File: src/hdl/ntps_pkg.sv
`timescale 1ns / 1ps

package ntps_pkg;

    localparam int MAC_W  = 48;
    localparam int RSSI_W = 9;
    localparam int CNT_W  = 8;
    localparam int STAT_W = 2;
    localparam int ECNT_W = 5;
    localparam int CMD_W  = 3;

    // command codes
    localparam logic [CMD_W-1:0] CMD_UPDATE = 3'd0;
    localparam logic [CMD_W-1:0] CMD_DELETE = 3'd1;
    localparam logic [CMD_W-1:0] CMD_LOOKUP = 3'd2;
    localparam logic [CMD_W-1:0] CMD_SELECT = 3'd3;
    localparam logic [CMD_W-1:0] CMD_CLEAR  = 3'd4;

    // status codes
    localparam logic [STAT_W-1:0] STAT_OK   = 2'd0;
    localparam logic [STAT_W-1:0] STAT_FULL = 2'd1;
    localparam logic [STAT_W-1:0] STAT_MISS = 2'd2;

    localparam logic [RSSI_W-1:0] MARGIN_RST = 9'd20;
    localparam logic [CNT_W-1:0]  HOP_MAX    = 8'd255;

    typedef struct packed {
        logic [MAC_W-1:0]         mac;
        logic signed [RSSI_W-1:0] rssi;
        logic [CNT_W-1:0]         count;
    } t_entry;

endpackage

File: src/hdl/ntps_if.sv
`timescale 1ns / 1ps

interface ntps_in_if;
    logic                     valid;
    logic                     ready;
    logic [2:0]               cmd;
    logic [47:0]              mac;
    logic signed [8:0]        rssi;
    logic [7:0]               count;

    modport source (output valid, cmd, mac, rssi, count, input ready);
    modport sink   (input valid, cmd, mac, rssi, count, output ready);
endinterface

interface ntps_out_if;
    logic                     valid;
    logic                     ready;
    logic [1:0]               status;
    logic                     found;
    logic [4:0]               entry_count;
    logic                     parent_valid;
    logic [47:0]              parent_mac;
    logic signed [8:0]        parent_rssi;
    logic [7:0]               hop;

    modport source (output valid, status, found, entry_count, parent_valid, parent_mac,
                    parent_rssi, hop, input ready);
    modport sink   (input valid, status, found, entry_count, parent_valid, parent_mac,
                    parent_rssi, hop, output ready);
endinterface

File: src/hdl/neighbor_table_parent_select_top.sv
`timescale 1ns / 1ps

// Mesh neighbor table with parent selection. The table lives in a ring of
// DEPTH cells; every command rotates the ring once, one entry per cycle past
// the head cell, while the sequencer edits the entry written back into the
// tail (in-place update, append, or compaction on delete) and scans for the
// best parent. One item is in work at a time: the accept, DEPTH ring shifts,
// the registering of the result (held off while an earlier result still
// waits) and a return to idle for the next accept. The result register lets
// the next item be accepted while the previous result still waits.
// rssi_margin is written through i_cfg_we / i_cfg_wdata; the user must write
// it only while the block is idle, which the block itself does not enforce.
// Reset sets it to 20 and empties the table; no clearing pass is needed.
module neighbor_table_parent_select_top #(
    parameter int DEPTH = 16
) (
    input  logic        i_clk,
    input  logic        i_rst_n,
    ntps_in_if.sink     i_in,
    ntps_out_if.source  o_out,
    input  logic        i_cfg_we,
    input  logic [8:0]  i_cfg_wdata
);

    // neighbor of the head cell: where the entry after the head sits
    localparam int NXT = (DEPTH > 1) ? 1 : 0;

    ntps_pkg::t_entry w_cell [DEPTH];
    ntps_pkg::t_entry w_tail;
    logic             w_shift;

    // ring of slots; cell 0 is the head seen by the sequencer,
    // the last cell takes the edited entry
    for (genvar k = 0; k < DEPTH; k++) begin : g_cell
        if (k == DEPTH - 1) begin : g_tail
            ntps_cell u_cell (
                .i_clk   (i_clk),
                .i_shift (w_shift),
                .i_next  (w_tail),
                .o_entry (w_cell[k])
            );
        end else begin : g_mid
            ntps_cell u_cell (
                .i_clk   (i_clk),
                .i_shift (w_shift),
                .i_next  (w_cell[k+1]),
                .o_entry (w_cell[k])
            );
        end
    end

    ntps_ctrl #(
        .DEPTH (DEPTH)
    ) u_ctrl (
        .i_clk       (i_clk),
        .i_rst_n     (i_rst_n),
        .i_in        (i_in),
        .o_out       (o_out),
        .i_cfg_we    (i_cfg_we),
        .i_cfg_wdata (i_cfg_wdata),
        .i_head      (w_cell[0]),
        .i_next      (w_cell[NXT]),
        .o_tail      (w_tail),
        .o_shift     (w_shift)
    );

endmodule

File: src/hdl/ntps_cell.sv
`timescale 1ns / 1ps

// One table slot; loads its upstream neighbor on every shift.
module ntps_cell (
    input  logic            i_clk,
    input  logic            i_shift,
    input  ntps_pkg::t_entry i_next,
    output ntps_pkg::t_entry o_entry
);

    ntps_pkg::t_entry r_entry;

    always_ff @(posedge i_clk) begin
        if (i_shift) begin
            r_entry <= i_next;
        end
    end

    assign o_entry = r_entry;

endmodule

File: src/hdl/ntps_ctrl.sv
`timescale 1ns / 1ps

// Command sequencer: walks the ring once per item, edits the stream written
// back into the tail cell and builds the result.
module ntps_ctrl #(
    parameter int DEPTH = 16
) (
    input  logic                    i_clk,
    input  logic                    i_rst_n,
    ntps_in_if.sink                 i_in,
    ntps_out_if.source              o_out,
    input  logic                    i_cfg_we,
    input  logic [8:0]              i_cfg_wdata,
    input  ntps_pkg::t_entry        i_head,
    input  ntps_pkg::t_entry        i_next,
    output ntps_pkg::t_entry        o_tail,
    output logic                    o_shift
);

    localparam int CW = $clog2(DEPTH + 1);
    localparam int SW = (DEPTH > 1) ? $clog2(DEPTH) : 1;
    localparam logic [SW-1:0] LAST_STEP = SW'(DEPTH - 1);
    localparam logic [CW-1:0] FULL_CNT  = CW'(DEPTH);

    typedef enum logic [2:0] {
        S_IDLE = 3'b001,
        S_SCAN = 3'b010,
        S_FIN  = 3'b100
    } t_state;

    t_state                                r_state;
    logic [ntps_pkg::CMD_W-1:0]            r_cmd;
    logic [ntps_pkg::MAC_W-1:0]            r_mac;
    logic signed [ntps_pkg::RSSI_W-1:0]    r_rssi;
    logic [ntps_pkg::CNT_W-1:0]            r_cnt;
    logic [ntps_pkg::RSSI_W-1:0]           r_margin;
    logic [CW-1:0]                         r_count;
    logic [SW-1:0]                         r_step;
    logic                                  r_hit;
    ntps_pkg::t_entry                      r_best;

    logic                                  r_ovalid;
    logic [ntps_pkg::STAT_W-1:0]           r_status;
    logic                                  r_found;
    logic [ntps_pkg::ECNT_W-1:0]           r_ecnt;
    logic                                  r_pvalid;
    logic [ntps_pkg::MAC_W-1:0]            r_pmac;
    logic signed [ntps_pkg::RSSI_W-1:0]    r_prssi;
    logic [ntps_pkg::CNT_W-1:0]            r_hop;

    logic                                  in_range;
    logic                                  match;
    logic                                  n_hit;
    logic                                  take_best;
    logic                                  load_out;
    logic [CW-1:0]                         n_count;
    logic [ntps_pkg::STAT_W-1:0]           n_status;
    logic                                  n_found;
    logic                                  n_pvalid;
    logic [ntps_pkg::MAC_W-1:0]            n_pmac;
    logic signed [ntps_pkg::RSSI_W-1:0]    n_prssi;
    logic [ntps_pkg::CNT_W-1:0]            n_hop;

    // a strictly beats b
    function automatic logic beats(input ntps_pkg::t_entry a, input ntps_pkg::t_entry b,
                                   input logic [8:0] margin);
        logic signed [9:0] d;
        logic [9:0]        ad;
        logic              res;
        d   = 10'(a.rssi) - 10'(b.rssi);
        ad  = d[9] ? 10'(-d) : 10'(d);
        res = a.count < b.count;
        if (a.rssi != '0 && b.rssi != '0 && ad > {1'b0, margin}) begin
            res = a.rssi > b.rssi;
        end
        return res;
    endfunction

    assign o_shift  = (r_state == S_SCAN);
    assign in_range = CW'(r_step) < r_count;
    assign match    = in_range && (i_head.mac == r_mac);
    assign n_hit    = r_hit | match;
    assign take_best = in_range && (r_step == '0 || beats(i_head, r_best, r_margin));

    // stream written back into the tail: position r_step of the new table
    always_comb begin
        o_tail = i_head;
        case (r_cmd)
            ntps_pkg::CMD_UPDATE: begin
                if (match) begin
                    o_tail.rssi  = r_rssi;
                    o_tail.count = r_cnt;
                end else if (!r_hit && CW'(r_step) == r_count) begin
                    o_tail.mac   = r_mac;
                    o_tail.rssi  = r_rssi;
                    o_tail.count = r_cnt;
                end
            end
            ntps_pkg::CMD_DELETE: begin
                if (n_hit) begin
                    o_tail = i_next;
                end
            end
            default: begin
            end
        endcase
    end

    // result of the finished pass
    always_comb begin
        n_count  = r_count;
        n_status = ntps_pkg::STAT_OK;
        n_found  = 1'b0;
        n_pvalid = 1'b0;
        n_pmac   = '0;
        n_prssi  = '0;
        n_hop    = '0;
        case (r_cmd)
            ntps_pkg::CMD_UPDATE: begin
                if (r_hit) begin
                    n_found = 1'b1;
                end else if (r_count < FULL_CNT) begin
                    n_found = 1'b1;
                    n_count = r_count + CW'(1);
                end else begin
                    n_status = ntps_pkg::STAT_FULL;
                end
            end
            ntps_pkg::CMD_DELETE: begin
                if (r_hit) begin
                    n_found = 1'b1;
                    n_count = r_count - CW'(1);
                end else begin
                    n_status = ntps_pkg::STAT_MISS;
                end
            end
            ntps_pkg::CMD_LOOKUP: begin
                if (r_hit) begin
                    n_found = 1'b1;
                end else begin
                    n_status = ntps_pkg::STAT_MISS;
                end
            end
            ntps_pkg::CMD_SELECT: begin
                if (r_count == '0) begin
                    n_hop = ntps_pkg::HOP_MAX;
                end else begin
                    n_pvalid = 1'b1;
                    n_pmac   = r_best.mac;
                    n_prssi  = r_best.rssi;
                    n_hop    = (r_best.count == ntps_pkg::HOP_MAX) ? ntps_pkg::HOP_MAX
                                                                   : r_best.count + 8'd1;
                end
            end
            ntps_pkg::CMD_CLEAR: begin
                n_count = '0;
            end
            default: begin
            end
        endcase
    end

    assign load_out = (r_state == S_FIN) && (!r_ovalid || o_out.ready);

    always_ff @(posedge i_clk) begin
        if (!i_rst_n) begin
            r_state  <= S_IDLE;
            r_count  <= '0;
            r_step   <= '0;
            r_hit    <= 1'b0;
            r_ovalid <= 1'b0;
            r_margin <= ntps_pkg::MARGIN_RST;
        end else begin
            if (i_cfg_we) begin
                r_margin <= i_cfg_wdata;
            end
            case (r_state)
                S_IDLE: begin
                    if (i_in.valid) begin
                        r_state <= S_SCAN;
                        r_step  <= '0;
                        r_hit   <= 1'b0;
                    end
                end
                S_SCAN: begin
                    r_hit  <= n_hit;
                    r_step <= r_step + SW'(1);
                    if (r_step == LAST_STEP) begin
                        r_state <= S_FIN;
                    end
                end
                S_FIN: begin
                    if (load_out) begin
                        r_count <= n_count;
                        r_state <= S_IDLE;
                    end
                end
                default: begin
                    r_state <= S_IDLE;
                end
            endcase
            if (load_out) begin
                r_ovalid <= 1'b1;
            end else if (o_out.ready) begin
                r_ovalid <= 1'b0;
            end
        end
    end

    // payload registers
    always_ff @(posedge i_clk) begin
        if (r_state == S_IDLE && i_in.valid) begin
            r_cmd  <= i_in.cmd;
            r_mac  <= i_in.mac;
            r_rssi <= i_in.rssi;
            r_cnt  <= i_in.count;
        end
        if (r_state == S_SCAN && r_cmd == ntps_pkg::CMD_SELECT && take_best) begin
            r_best <= i_head;
        end
        if (load_out) begin
            r_status <= n_status;
            r_found  <= n_found;
            r_ecnt   <= ntps_pkg::ECNT_W'(n_count);
            r_pvalid <= n_pvalid;
            r_pmac   <= n_pmac;
            r_prssi  <= n_prssi;
            r_hop    <= n_hop;
        end
    end

    assign i_in.ready           = (r_state == S_IDLE);
    assign o_out.valid          = r_ovalid;
    assign o_out.status         = r_status;
    assign o_out.found          = r_found;
    assign o_out.entry_count    = r_ecnt;
    assign o_out.parent_valid   = r_pvalid;
    assign o_out.parent_mac     = r_pmac;
    assign o_out.parent_rssi    = r_prssi;
    assign o_out.hop            = r_hop;

endmodule

File: src/flat_wrapper.sv
// flat-port wrapper written by rule: the top's interface ports become plain ports
module neighbor_table_parent_select_top_flat 
#(
    parameter int DEPTH = 16
)
  (i_clk, i_rst_n, i_cfg_we, i_cfg_wdata, i_in_valid, i_in_cmd, i_in_mac, i_in_rssi, i_in_count, i_in_ready, o_out_valid, o_out_status, o_out_found, o_out_entry_count, o_out_parent_valid, o_out_parent_mac, o_out_parent_rssi, o_out_hop, o_out_ready);
  ntps_in_if i_in_i ();
  ntps_out_if o_out_i ();
  input  logic i_clk;
  input  logic i_rst_n;
  input  logic i_cfg_we;
  input  logic [8:0] i_cfg_wdata;
  input wire logic [$bits(i_in_i.valid)-1:0] i_in_valid;
  input wire logic [$bits(i_in_i.cmd)-1:0] i_in_cmd;
  input wire logic [$bits(i_in_i.mac)-1:0] i_in_mac;
  input wire logic [$bits(i_in_i.rssi)-1:0] i_in_rssi;
  input wire logic [$bits(i_in_i.count)-1:0] i_in_count;
  output wire logic [$bits(i_in_i.ready)-1:0] i_in_ready;
  output wire logic [$bits(o_out_i.valid)-1:0] o_out_valid;
  output wire logic [$bits(o_out_i.status)-1:0] o_out_status;
  output wire logic [$bits(o_out_i.found)-1:0] o_out_found;
  output wire logic [$bits(o_out_i.entry_count)-1:0] o_out_entry_count;
  output wire logic [$bits(o_out_i.parent_valid)-1:0] o_out_parent_valid;
  output wire logic [$bits(o_out_i.parent_mac)-1:0] o_out_parent_mac;
  output wire logic [$bits(o_out_i.parent_rssi)-1:0] o_out_parent_rssi;
  output wire logic [$bits(o_out_i.hop)-1:0] o_out_hop;
  input wire logic [$bits(o_out_i.ready)-1:0] o_out_ready;
  assign i_in_i.valid = i_in_valid;
  assign i_in_i.cmd = i_in_cmd;
  assign i_in_i.mac = i_in_mac;
  assign i_in_i.rssi = i_in_rssi;
  assign i_in_i.count = i_in_count;
  assign i_in_ready = i_in_i.ready;
  assign o_out_valid = o_out_i.valid;
  assign o_out_status = o_out_i.status;
  assign o_out_found = o_out_i.found;
  assign o_out_entry_count = o_out_i.entry_count;
  assign o_out_parent_valid = o_out_i.parent_valid;
  assign o_out_parent_mac = o_out_i.parent_mac;
  assign o_out_parent_rssi = o_out_i.parent_rssi;
  assign o_out_hop = o_out_i.hop;
  assign o_out_i.ready = o_out_ready;
  neighbor_table_parent_select_top #(.DEPTH(DEPTH)) u_core (.i_clk(i_clk), .i_rst_n(i_rst_n), .i_in(i_in_i), .o_out(o_out_i), .i_cfg_we(i_cfg_we), .i_cfg_wdata(i_cfg_wdata));
endmodule
File: config.mk
export PLATFORM = sky130hd
export DESIGN_NAME = neighbor_table_parent_select_top_flat
export DESIGN_NICKNAME = d
export VERILOG_FILES = /design/src/hdl/ntps_pkg.sv /design/src/hdl/ntps_if.sv /design/src/hdl/neighbor_table_parent_select_top.sv /design/src/hdl/ntps_cell.sv /design/src/hdl/ntps_ctrl.sv /design/src/flat_wrapper.sv
export SDC_FILE = /design/constraint.sdc
export NUM_CORES = 1
export LEC_CHECK = 0
export BUFFER_PORTS_ARGS = -buffer_cell sky130_fd_sc_hd__buf_2
export CAP_MARGIN = 20
export CELL_PAD_IN_SITES_DETAIL_PLACEMENT = 0
export CELL_PAD_IN_SITES_GLOBAL_PLACEMENT = 1
export CORE_AREA = 2 2 273 275
export CTS_CLUSTER_SIZE = 40
export DETAILED_ROUTE_END_ITERATION = 7
export DIE_AREA = 0 0 275 277
export PLACE_DENSITY = 0.92
export SYNTH_ARGS = -nofsm -noshare
export SYNTH_HDL_FRONTEND = slang
export SYNTH_SLANG_ARGS = --single-unit
File: constraint.sdc
create_clock -name i_clk -period 38.6 [get_ports i_clk]
set_clock_uncertainty 0.1 [all_clocks]
set_input_delay 3.86 -clock i_clk [delete_from_list [all_inputs] [get_ports i_clk]]
set_output_delay 3.86 -clock i_clk [all_outputs]
set_load 0.01 [all_outputs]
==> results of run 1 <==
-- logic make-up after synthesis --
logic type | after synthesis | synth area share [%]
compound gates | 209 | 3.71
mux | 15 | 0.388
flops | 1270 | 89.7
fa+ha+maj | 37 | 1.11
xor+xnor | 66 | 1.37
simple gates | 205 | 2.69
buf+inv | 102 | 1.01
-- worst max path at each step --
stage | startpoint | end | slack (ns) | cells past startpoint
2_1_floorplan | u_core.u_ctrl.r_state[0] | u_core.u_ctrl.r_hit | 15.25 | 6
3_3_place_gp | o_out_ready | u_core.u_ctrl.r_count[3] | 32.86 | 6
3_5_place_dp | o_out_ready | u_core.u_ctrl.r_count[0] | 32.76 | 6
4_1_cts | u_core.u_ctrl.r_state[0] | i_in_ready | 33.09 | 2
5_1_grt | u_core.u_ctrl.r_state[0] | i_in_ready | 33.02 | 2
6_report | u_core.u_ctrl.r_state[2] | i_in_ready | 33.10 | 2
-- cells in the mapped netlist (15+ instances only) --
cell	count
a222oi_1	17
ha_1	36
nor3_1	15
a21oi_1	31
edfxtp_1	1247
xor2_1	53
nor4_1	17
nand2_1	27
clkbuf_1	26
o21ai_0	19
inv_1	58
and2_1	50
nor2_1	31
dfxtp_1	23
a21o_1	54
nor2b_1	15
a22o_1	48
nand3_1	15
-- flip-flops by register name, summed over array words and instances (netlist names), 4 cells and up --
register	count
u_core.u_ctrl.o_out.hop	8
u_core.u_ctrl.r_count	5
u_core.u_ctrl.r_step	4
u_core.u_ctrl.r_mac	48
u_core.u_ctrl.o_out.parent_mac	48
u_core.u_ctrl.r_best	65
u_core.u_ctrl.r_margin	9
u_core.g_cell.g_tail.u_cell.o_entry	65
u_core.u_ctrl.r_rssi	9
u_core.u_ctrl.r_cnt	8
u_core.g_cell.g_mid.u_cell.o_entry	975
u_core.u_ctrl.o_out.parent_rssi	9
u_core.u_ctrl.o_out.entry_count	5
-- layout make-up --
class | instances | area (sq um) | share of cell area, %
Timing Repair Buffer | 175 | 1030 | 2.14
Clock inverter | 71 | 626 | 1.31
Clock buffer | 138 | 2920 | 6.10
Sequential cell | 1270 | 37900 | 79.2
Inverter | 59 | 230 | 0.481
Multi-Input combinational cell | 532 | 3960 | 8.27
Tap cell | 969 | 1210 | 2.53
-- per-stage QoR --
step | utilization (%) | cells | worst slack (ns) | hold slack [ns]
2_1_floorplan | - | 1904 | 15.25 | 0.300
3_3_place_gp | 60.1 | 3001 | 32.86 | 0.302
3_5_place_dp | 60.1 | 3001 | 32.76 | 0.305
4_1_cts | 64.9 | 3210 | 33.09 | 0.289
5_1_grt | 65.1 | 3214 | 33.02 | 0.292
6_report | 65.1 | 3214 | 33.10 | 0.294
-- power groups by stage --
| stage | combinational, uW | clock [uW] | sequential [uW] |
|---|---|---|---|
| 2_1_floorplan | 26.1 | 0 | 1590 |
| 3_3_place_gp | 41.6 | 0 | 1570 |
| 3_5_place_dp | 43.7 | 0 | 1570 |
| 4_1_cts | 44.5 | 1090 | 1540 |
| 5_1_grt | 48.3 | 1140 | 1540 |
| 6_report | 44.9 | 1070 | 1540 |
-- metal layers --
| metal | vias up | part of all wire [%] | track usage [%] |
|---|---|---|---|
| met5 | - | 0 | 0 |
| met4 | 0 | 3.3 | 7.26 |
| met3 | 164 | 6.6 | 3.46 |
| met2 | 810 | 47 | 29.9 |
| met1 | 9356 | 43 | 27.7 |
| li1 | 8009 | - | - |
-- placed cells by master (no fill, tap or decap), types with 7 or more instances in the layout --
cell        Yosys  routed
o21ai_0        19      19
clkbuf_1       26      24
nor2_1         31      29
nand2_1        27      27
edfxtp_1     1247    1247
nor2b_1        15      15
a22o_1         48      48
inv_1          58      56
nor4_1         17      17
a222oi_1       17      17
buf_2           7     157
clkinv_1        1      17
nand3_1        15      15
xnor2_1        13      13
and2_1         50      50
nand4_1         9       9
dfxtp_1        23      23
ha_1           36      36
a21oi_1        31      31
nand2b_1        8       8
nor3_1         15      15
a21o_1         54      54
clkinvlp_4      0       8
clkbuf_16       0     112
bufinv_16       0       7
buf_4           5      12
xor2_1         53      53
mux2i_1        13      13
clkinv_2        0      32
==> impl_metrics.ini, run 1 <==
[status]
status = complete, no violations

[routing]
drc = 0
vias = 18300
routed_via_density = 5.71
ant_nets = 0
wl_per_cell_um = 23.2
firstDrtPassIters = 8
drtIter0Drc = 1990
wl_mm = 74.6

[clocking]
h-tree-depth = 3
cts.sinks = 1270
cts_tree = done
clk_path_buf_depth = 3
worstSkewPairLatency_ns = 0.69
cts_resized = 0
postCtsSetupBuffers = 0
numCtsBuffers = 112
clockRootBuffer = clkbuf_16
cts.reportedPaths.clkPinSlew_ns = 0.07
hold_buffers = 0

[layout]
fin_nets = 2269
synthToLayoutAreaGrowth_pct = 13.3
drive_gt1_share_pct = 16.1
n_antenna_cell = 0
fin_area_sq_um = 47900
nFillCells = 4447

[power_and_ir_drop]
irDropWorstVdd_mv = 0.0389
p_comb_share_pct = 1.7
clock_power_share_pct = 40.4
p_sw_uw = 528
p_per_area_nw_per_um2 = 55.5
p_int_uw = 2130
netSwitchingFraction_pct = 19.9
seq_power_share_pct = 57.9
p_leak_uw = 0.0157
power.total_uw = 2660

[synth]
synth_seq_cells = 1270
synth_edf_count = 1247
synthCells = 1904
async_flop_share_pct = 0
synthTopCellsByArea = edfxtp_1 89%, xor2_1 1.1%, dfxtp_1 1.1%, ha_1 1.1%, a22o_1 1.0%
yosysTopAreaCell = edfxtp_1
yosys_warnings = 0
avgSynthCellArea_sq_um = 22.2
yosysSeqAreaShare_pct = 89.7
syn_nets = 2023
ys.flop_type = edfxtp_1
netlist_area_sq_um = 42200
synth_top_area_share_pct = 88.6
ys_types = 58

[setup_path]
crit_family = flip-flops
cp-start-kind = flip-flop
cp_cell_sequence = nor3b_1, buf_2
required_ns = 34.64
path_buf_inv = 1
crit_path_max_fanout = 7
critical_path_class = flip-flop to primary output
rr_worst_depth = 18
cp-end-kind = primary output
max_stage_delay_ns = 0.37
worst-endpoint-arrival_ns = 1.54
r2r-end = u_core.u_ctrl.r_best[59]
rr_startpoint = u_core.g_cell[0].g_mid.u_cell.o_entry[8]
critical-path-slowest-cell = dfxtp_1
reg2reg_slack_ns = 33.57

[placed_design]
placed_area_sq_um = 44200
hpwl_mm = 40.6
place_congestion = 0.874
io_buffers = 157

[timing]
setup_viol = 0
rsz0062_at_grt = no
setup_tns_ns = 0
hold_viol_final = 0
worst_slew_pin_slew_ns = 1.22
fmax_mhz = 182
relSlewSlack_pct = 18.6
drv_slew = 0
fin_crit_sh_pct = 14.3
min_period_ns = 5.50

[worst_hold_path]
worstHoldEndpoint = u_core.g_cell[11].g_mid.u_cell.o_entry[62]
min_path_cells = 0
hp-class = flip-flop to flip-flop
hold_start = u_core.g_cell[12].g_mid.u_cell.o_entry[62]

[global_routing]
grt_pass1_wl_mm = 109
antenna_found_initial = 3
grt_max_degree = 225
grt_pass1_vias = 18200
grt_usage_pct = 19.3
grt-ovfl-total = 0

[floorplanning]
die_x_um = 275
fp.dieH_um = 277
core_sq_um = 73600
ioPinCount = 158
initial_core_util_pct = 57.4
placementRows = 100
die_area_sq_um = 76200

[run]
cap_viol_max_count = 0
(Power assumes the default switching activity.)
==> inputs of run 2 (changes only) <==
--- a/config.mk
+++ b/config.mk
@@ -9,11 +9,11 @@
 export CAP_MARGIN = 20
 export CELL_PAD_IN_SITES_DETAIL_PLACEMENT = 0
 export CELL_PAD_IN_SITES_GLOBAL_PLACEMENT = 1
-export CORE_AREA = 2 2 273 275
+export CORE_AREA = 2 2 297 299
 export CTS_CLUSTER_SIZE = 40
 export DETAILED_ROUTE_END_ITERATION = 7
-export DIE_AREA = 0 0 275 277
-export PLACE_DENSITY = 0.92
+export DIE_AREA = 0 0 299 301
+export PLACE_DENSITY = 0.84
 export SYNTH_ARGS = -nofsm -noshare
 export SYNTH_HDL_FRONTEND = slang
 export SYNTH_SLANG_ARGS = --single-unit
==> constraint.sdc (replaced) <==
create_clock -name i_clk -period 4.9 [get_ports i_clk]
set_clock_uncertainty 0.1 [all_clocks]
set_input_delay 0.49 -clock i_clk [delete_from_list [all_inputs] [get_ports i_clk]]
set_output_delay 0.49 -clock i_clk [all_outputs]
set_load 0.01 [all_outputs]
==> run 2 against run 1 <==
The flow now finishes with violations (design-rule violations). Setup slack lost 33 ns. Clock power grew to 8.6 times the previous value. Via count up 1.1%. Die area rose by 18%. Largest power group unchanged. Critical path depth rose by 16. Register-to-register slack worse by 33 ns. Hold slack lost 0.18 ns. Utilization is 8.0 points lower. Total power rose to 8.2 times the previous value. Routed wire length rose by 0.61%. Global-route usage decreased by 2.8 points. Combinational power grew to 8.8 times the previous value.
==> impl_metrics.ini, run 2 (synthesis gave the netlist of run 1 again) <==
[status]
status = finished with violations
violations = design-rule violations

[setup_path]
worst-endpoint-arrival_ns = 4.97
reg2reg_slack_ns = 0.22
crit_path_max_fanout = 26
critical_path_class = flip-flop to flip-flop
cp-start-kind = flip-flop
max_stage_delay_ns = 0.44
required_ns = 5.19
cp_cell_sequence = inv_1, ha_1, inv_1, fa_1, a21o_1, a21oi_1, xnor2_1, nor3_1, nor2_1, xnor2_1, ha_1, nand4_1, nor2_1, o41a_1, o31ai_1, o21a_1, o211a_4, buf_12
critical-path-slowest-cell = edfxtp_1
cp-end-kind = flip-flop

[timing]
setup_viol = 0
fmax_mhz = 214
setup_tns_ns = 0
rsz0062_at_grt = no
relSlewSlack_pct = 36.9
hold_slack_ns = 0.111
hold_viol_final = 0
min_period_ns = 4.68
drv_slew = 0
fin_crit_sh_pct = 95.5
worst_slew_pin_slew_ns = 0.947

[global_routing]
grt_pass1_vias = 18600
grt_pass1_wl_mm = 112
antenna_found_initial = 1
grt-ovfl-total = 0
grt_usage_pct = 16.5
grt_max_degree = 141

[power_and_ir_drop]
p_per_area_nw_per_um2 = 439
p_int_uw = 17400
power.total_uw = 21700
irDropWorstVdd_mv = 0.352
seq_power_share_pct = 55.9
p_sw_uw = 4260
p_leak_uw = 0.0168
p_comb_share_pct = 1.8
clock_power_share_pct = 42.2
netSwitchingFraction_pct = 19.7

[clocking]
cts.reportedPaths.clkPinSlew_ns = 0.06
worstSkewPairLatency_ns = 0.69
numCtsBuffers = 118
h-tree-depth = 3
cts.sinks = 1270
clk_path_buf_depth = 3
clockRootBuffer = clkbuf_16
cts_tree = done

[floorplanning]
ioPinCount = 158
placementRows = 108
initial_core_util_pct = 48.8
die_x_um = 299
core_sq_um = 86500
fp.dieH_um = 301
die_area_sq_um = 90000

[routing]
wl_per_cell_um = 21.4
routed_via_density = 5.30
firstDrtPassIters = 8
wl_mm = 75.0
drtIter0Drc = 2171
vias = 18500
ant_nets = 0
drc = 4

[layout]
largest_reg_flops = 975
layout_commonest_cell = edfxtp_1
n_antenna_cell = 0
nFillCells = 6129
synthToLayoutAreaGrowth_pct = 16.8
final_cell_mix = 1,247 x edfxtp_1, 157 x buf_2, 119 x clkbuf_16
drive_gt1_share_pct = 16.3
fin_nets = 2366
finish.utilization_pct = 57.1

[placed_design]
io_buffers = 157
place_congestion = 0.843
hpwl_mm = 42.8

[run]
cap_viol_max_count = 0

[worst_hold_path]
hp-class = input pin to flip-flop
==> run 2: cell count changes in the layout (fill, tap and decap cells not counted), moves of 3 or more <==
cell / before / now
clkinv_1: 17 / 21
buf_16: 4 / 0
buf_4: 12 / 23
clkinv_2: 32 / 29
clkbuf_16: 112 / 119
bufinv_16: 7 / 14
dlygate4sd3_1: 0 / 77
clkinvlp_4: 8 / 3
buf_12: 2 / 9
==> run 2: path summary, 6_finish.rpt <==
kind,cells past startpoint,to,start
min reg2reg,0,u_core.g_cell[11].g_mid.u_cell.o_entry[62],u_core.g_cell[12].g_mid.u_cell.o_entry[62]
max,18,u_core.u_ctrl.r_best[39],u_core.g_cell[0].g_mid.u_cell.o_entry[8]
min,3,u_core.u_ctrl.o_out.valid,o_out_ready
max reg2reg,18,u_core.u_ctrl.r_best[39],u_core.g_cell[0].g_mid.u_cell.o_entry[8]
==> run 2: cell type report <==
type                    instances  area [sq um]  share of cell area [%]
flip-flops and latches       1270         37900                    76.8
multi-input cells             532          3960                    8.02
clock inverters                76           842                    1.71
well taps                    1155          1450                    2.93
repair buffers                266          1910                    3.87
inverters                      59           226                   0.459
clock buffers                 141          3060                    6.20
==> run 2: power groups by stage <==
stage               Sequential (uW)  Clock (uW)  Combinational [uW]
floorplan                     12400           0                 206
global placement              12300           0                 336
detailed placement            12300           0                 350
CTS                           12100        9370                 401
global route                  12100        9740                 433
finish                        12100        9150                 397
==> run 2: per-stage QoR <==
| step | setup WS (ns) | std cells | cell area (sq um) |
|---|---|---|---|
| floorplan | -11.99 | 1904 | 42300 |
| global placement | 0.334 | 3203 | 44700 |
| detailed placement | 0.140 | 3203 | 44700 |
| CTS | 0.131 | 3497 | 49300 |
| global route | 0.0138 | 3499 | 49300 |
| finish | 0.219 | 3499 | 49300 |
==> run 2: metal layers <==
layer | vias up | share of wire [%] | global-route usage (%)
met4 | 0 | 3.0 | 5.94
met3 | 147 | 6.0 | 2.94
met5 | - | 0 | 0
met2 | 669 | 48 | 26.2
met1 | 9523 | 43 | 23.2
li1 | 8208 | - | -
==> run 2: worst max-delay path, delay by kind of cell (launching register included) <==
family	cells	cell delay, ns
xor+xnor	2	0.37
simple gates	4	0.52
buf+inv	3	0.40
compound gates	6	1.62
flops	1	0.44
fa+ha+maj	3	0.91
==> run 2: repair_timing <==
item	CTS	global route
resized for setup	0	0
hold buffers	77	0
buffers inserted	0	2
endpoints found under the hold margin	77	0
setup endpoints to repair	0	52
==> inputs of run 3 (changes only) <==
--- a/config.mk
+++ b/config.mk
@@ -9,11 +9,11 @@
 export CAP_MARGIN = 20
 export CELL_PAD_IN_SITES_DETAIL_PLACEMENT = 0
 export CELL_PAD_IN_SITES_GLOBAL_PLACEMENT = 1
-export CORE_AREA = 2 2 297 299
+export CORE_AREA = 2 2 351 353
 export CTS_CLUSTER_SIZE = 40
 export DETAILED_ROUTE_END_ITERATION = 7
-export DIE_AREA = 0 0 299 301
-export PLACE_DENSITY = 0.84
+export DIE_AREA = 0 0 353 355
+export PLACE_DENSITY = 0.66
 export SYNTH_ARGS = -nofsm -noshare
 export SYNTH_HDL_FRONTEND = slang
 export SYNTH_SLANG_ARGS = --single-unit
==> constraint.sdc (replaced) <==
create_clock -name i_clk -period 4.9 [get_ports i_clk]
set_clock_uncertainty 0.1 [all_clocks]
set_input_delay 1.225 -clock i_clk [delete_from_list [all_inputs] [get_ports i_clk]]
set_output_delay 1.225 -clock i_clk [all_outputs]
set_load 0.01 [all_outputs]
==> run 3 against run 2 <==
The flow now finishes without violations. Hold slack improved by 0.17 ns. First-iteration DRC count shrank 13%. Total power increased by 0.34%. Final cell count increased by 11%. Utilization shrank 16 points. Die area is 39% higher. Clock power increased by 1%. Highest routed layer is now met5.
==> impl_metrics.ini, run 3 (synthesis gave the netlist of run 1 again) <==
[routing]
vias = 18100
drc = 0
wl_mm = 75.7
routed_via_density = 4.64
drtIter0Drc = 1887
wl_per_cell_um = 19.4
firstDrtPassIters = 8
ant_nets = 0

[layout]
layout_commonest_cell = edfxtp_1
fin_nets = 2287
drive_gt1_share_pct = 16.6
largest_reg_flops = 975
n_antenna_cell = 0
synthToLayoutAreaGrowth_pct = 16.7
final_cell_mix = 1,247 x edfxtp_1, 157 x buf_2, 119 x clkbuf_16

[timing]
rsz0062_at_grt = no
relSlewSlack_pct = 31.2
setup_slack_ns = 0.294
worst_slew_pin_slew_ns = 1.03
drv_slew = 0
setup_tns_ns = 0
min_period_ns = 4.61
hold_viol_final = 0
fin_crit_sh_pct = 94.0
fmax_mhz = 217
setup_viol = 0

[global_routing]
antenna_found_initial = 5
grt_pass1_wl_mm = 114
busiest_layer = met2
met1_usage_pct = 17.1
met3_usage_pct = 2.58
grt_pass1_vias = 18100
grt_max_degree = 184
grt_usage_pct = 11.8
grt-ovfl-total = 0
gr-usage-met2_pct = 17.7

[clocking]
cts_tree = done
cts.reportedPaths.clkPinSlew_ns = 0.06
cts_resized = 0
numCtsBuffers = 119
cts.sinks = 1270
clk_path_buf_depth = 3
clockRootBuffer = clkbuf_16
worstSkewPairLatency_ns = 0.72
h-tree-depth = 3

[setup_path]
cp-start-kind = flip-flop
required_ns = 5.16
critical_path_class = flip-flop to flip-flop
cp-end-kind = flip-flop
crit_path_max_fanout = 8
worst-endpoint-arrival_ns = 4.87

[status]
status = complete, no violations

[floorplanning]
ioPinCount = 158
placementRows = 128
core_sq_um = 121000
fp.dieH_um = 355
initial_core_util_pct = 34.8
die_x_um = 353
die_area_sq_um = 125000

[power_and_ir_drop]
power.total_uw = 21700
p_per_area_nw_per_um2 = 441
irDropWorstVdd_mv = 0.309
p_leak_uw = 0.0164

[placed_design]
place_congestion = 0.798
dpl_worst_slack_ns = 0.247
hpwl_mm = 44.2
io_buffers = 157

[worst_hold_path]
hp-class = flip-flop to flip-flop

[run]
cap_viol_max_count = 0
run 3: path summary, 6_finish.rpt:
kind	start	to	slack, ns	cells after the start
setup / recovery	u_core.g_cell[0].g_mid.u_cell.o_entry[8]	u_core.u_ctrl.r_best[6]	0.29	18
setup reg to reg	u_core.g_cell[0].g_mid.u_cell.o_entry[8]	u_core.u_ctrl.r_best[6]	0.29	18
hold reg to reg	u_core.g_cell[6].g_mid.u_cell.o_entry[4]	u_core.g_cell[5].g_mid.u_cell.o_entry[4]	0.28	0
hold / removal	u_core.g_cell[6].g_mid.u_cell.o_entry[4]	u_core.g_cell[5].g_mid.u_cell.o_entry[4]	0.28	0
run 3: metrics by stage:
stage,instances,hold slack (ns),area [sq um],utilization [%]
finish,3894,0.283,49300,40.6
global route,3894,0.303,49300,40.6
CTS,3893,0.281,49300,40.6
detailed placement,3671,0.305,45300,37.3
global placement,3671,0.300,45300,37.3
floorplan,1904,0.300,42300,-
run 3: per-layer routing:
layer,vias up,part of all wire (%)
met3,157,5.7
li1,8050,-
met2,576,45
met1,9292,46
met5,-,0.012
met4,2,2.9
run 3: report_power, final:
group / internal [uW] / switching [uW] / total [uW]
clock: 5330 / 3940 / 9270
combinational: 109 / 244 / 353
sequential: 12000 / 83.5 / 12100
run 3: timing repair:
item | CTS | global route
hold endpoints to repair | 0 | 0
hold buffers | 0 | 0
setup endpoints to repair | 0 | 55
setup buffers | 0 | 1
run 3: worst max-delay path, stage by stage (launching register included):
cell      delay [ns]
edfxtp_1        0.44
inv_1           0.09
ha_1            0.20
inv_1           0.08
fa_1            0.42
a21o_1          0.21
a21oi_1         0.24
xnor2_1         0.18
nor3_1          0.22
nor2_1          0.08
xnor2_1         0.14
ha_1            0.29
nand4_1         0.13
nor2_1          0.07
o41a_1          0.36
o31ai_1         0.28
o21a_1          0.19
o211a_4         0.31
buf_4           0.22
run 3: cell type report:
cell class,instances,area [sq um]
clock buffer,141,3060
clock inverter,81,943
fill,10700,72100
inverter,59,228
multi-input combinational,532,3960
sequential,1270,37900
tap,1625,2030
timing repair buffer,186,1170
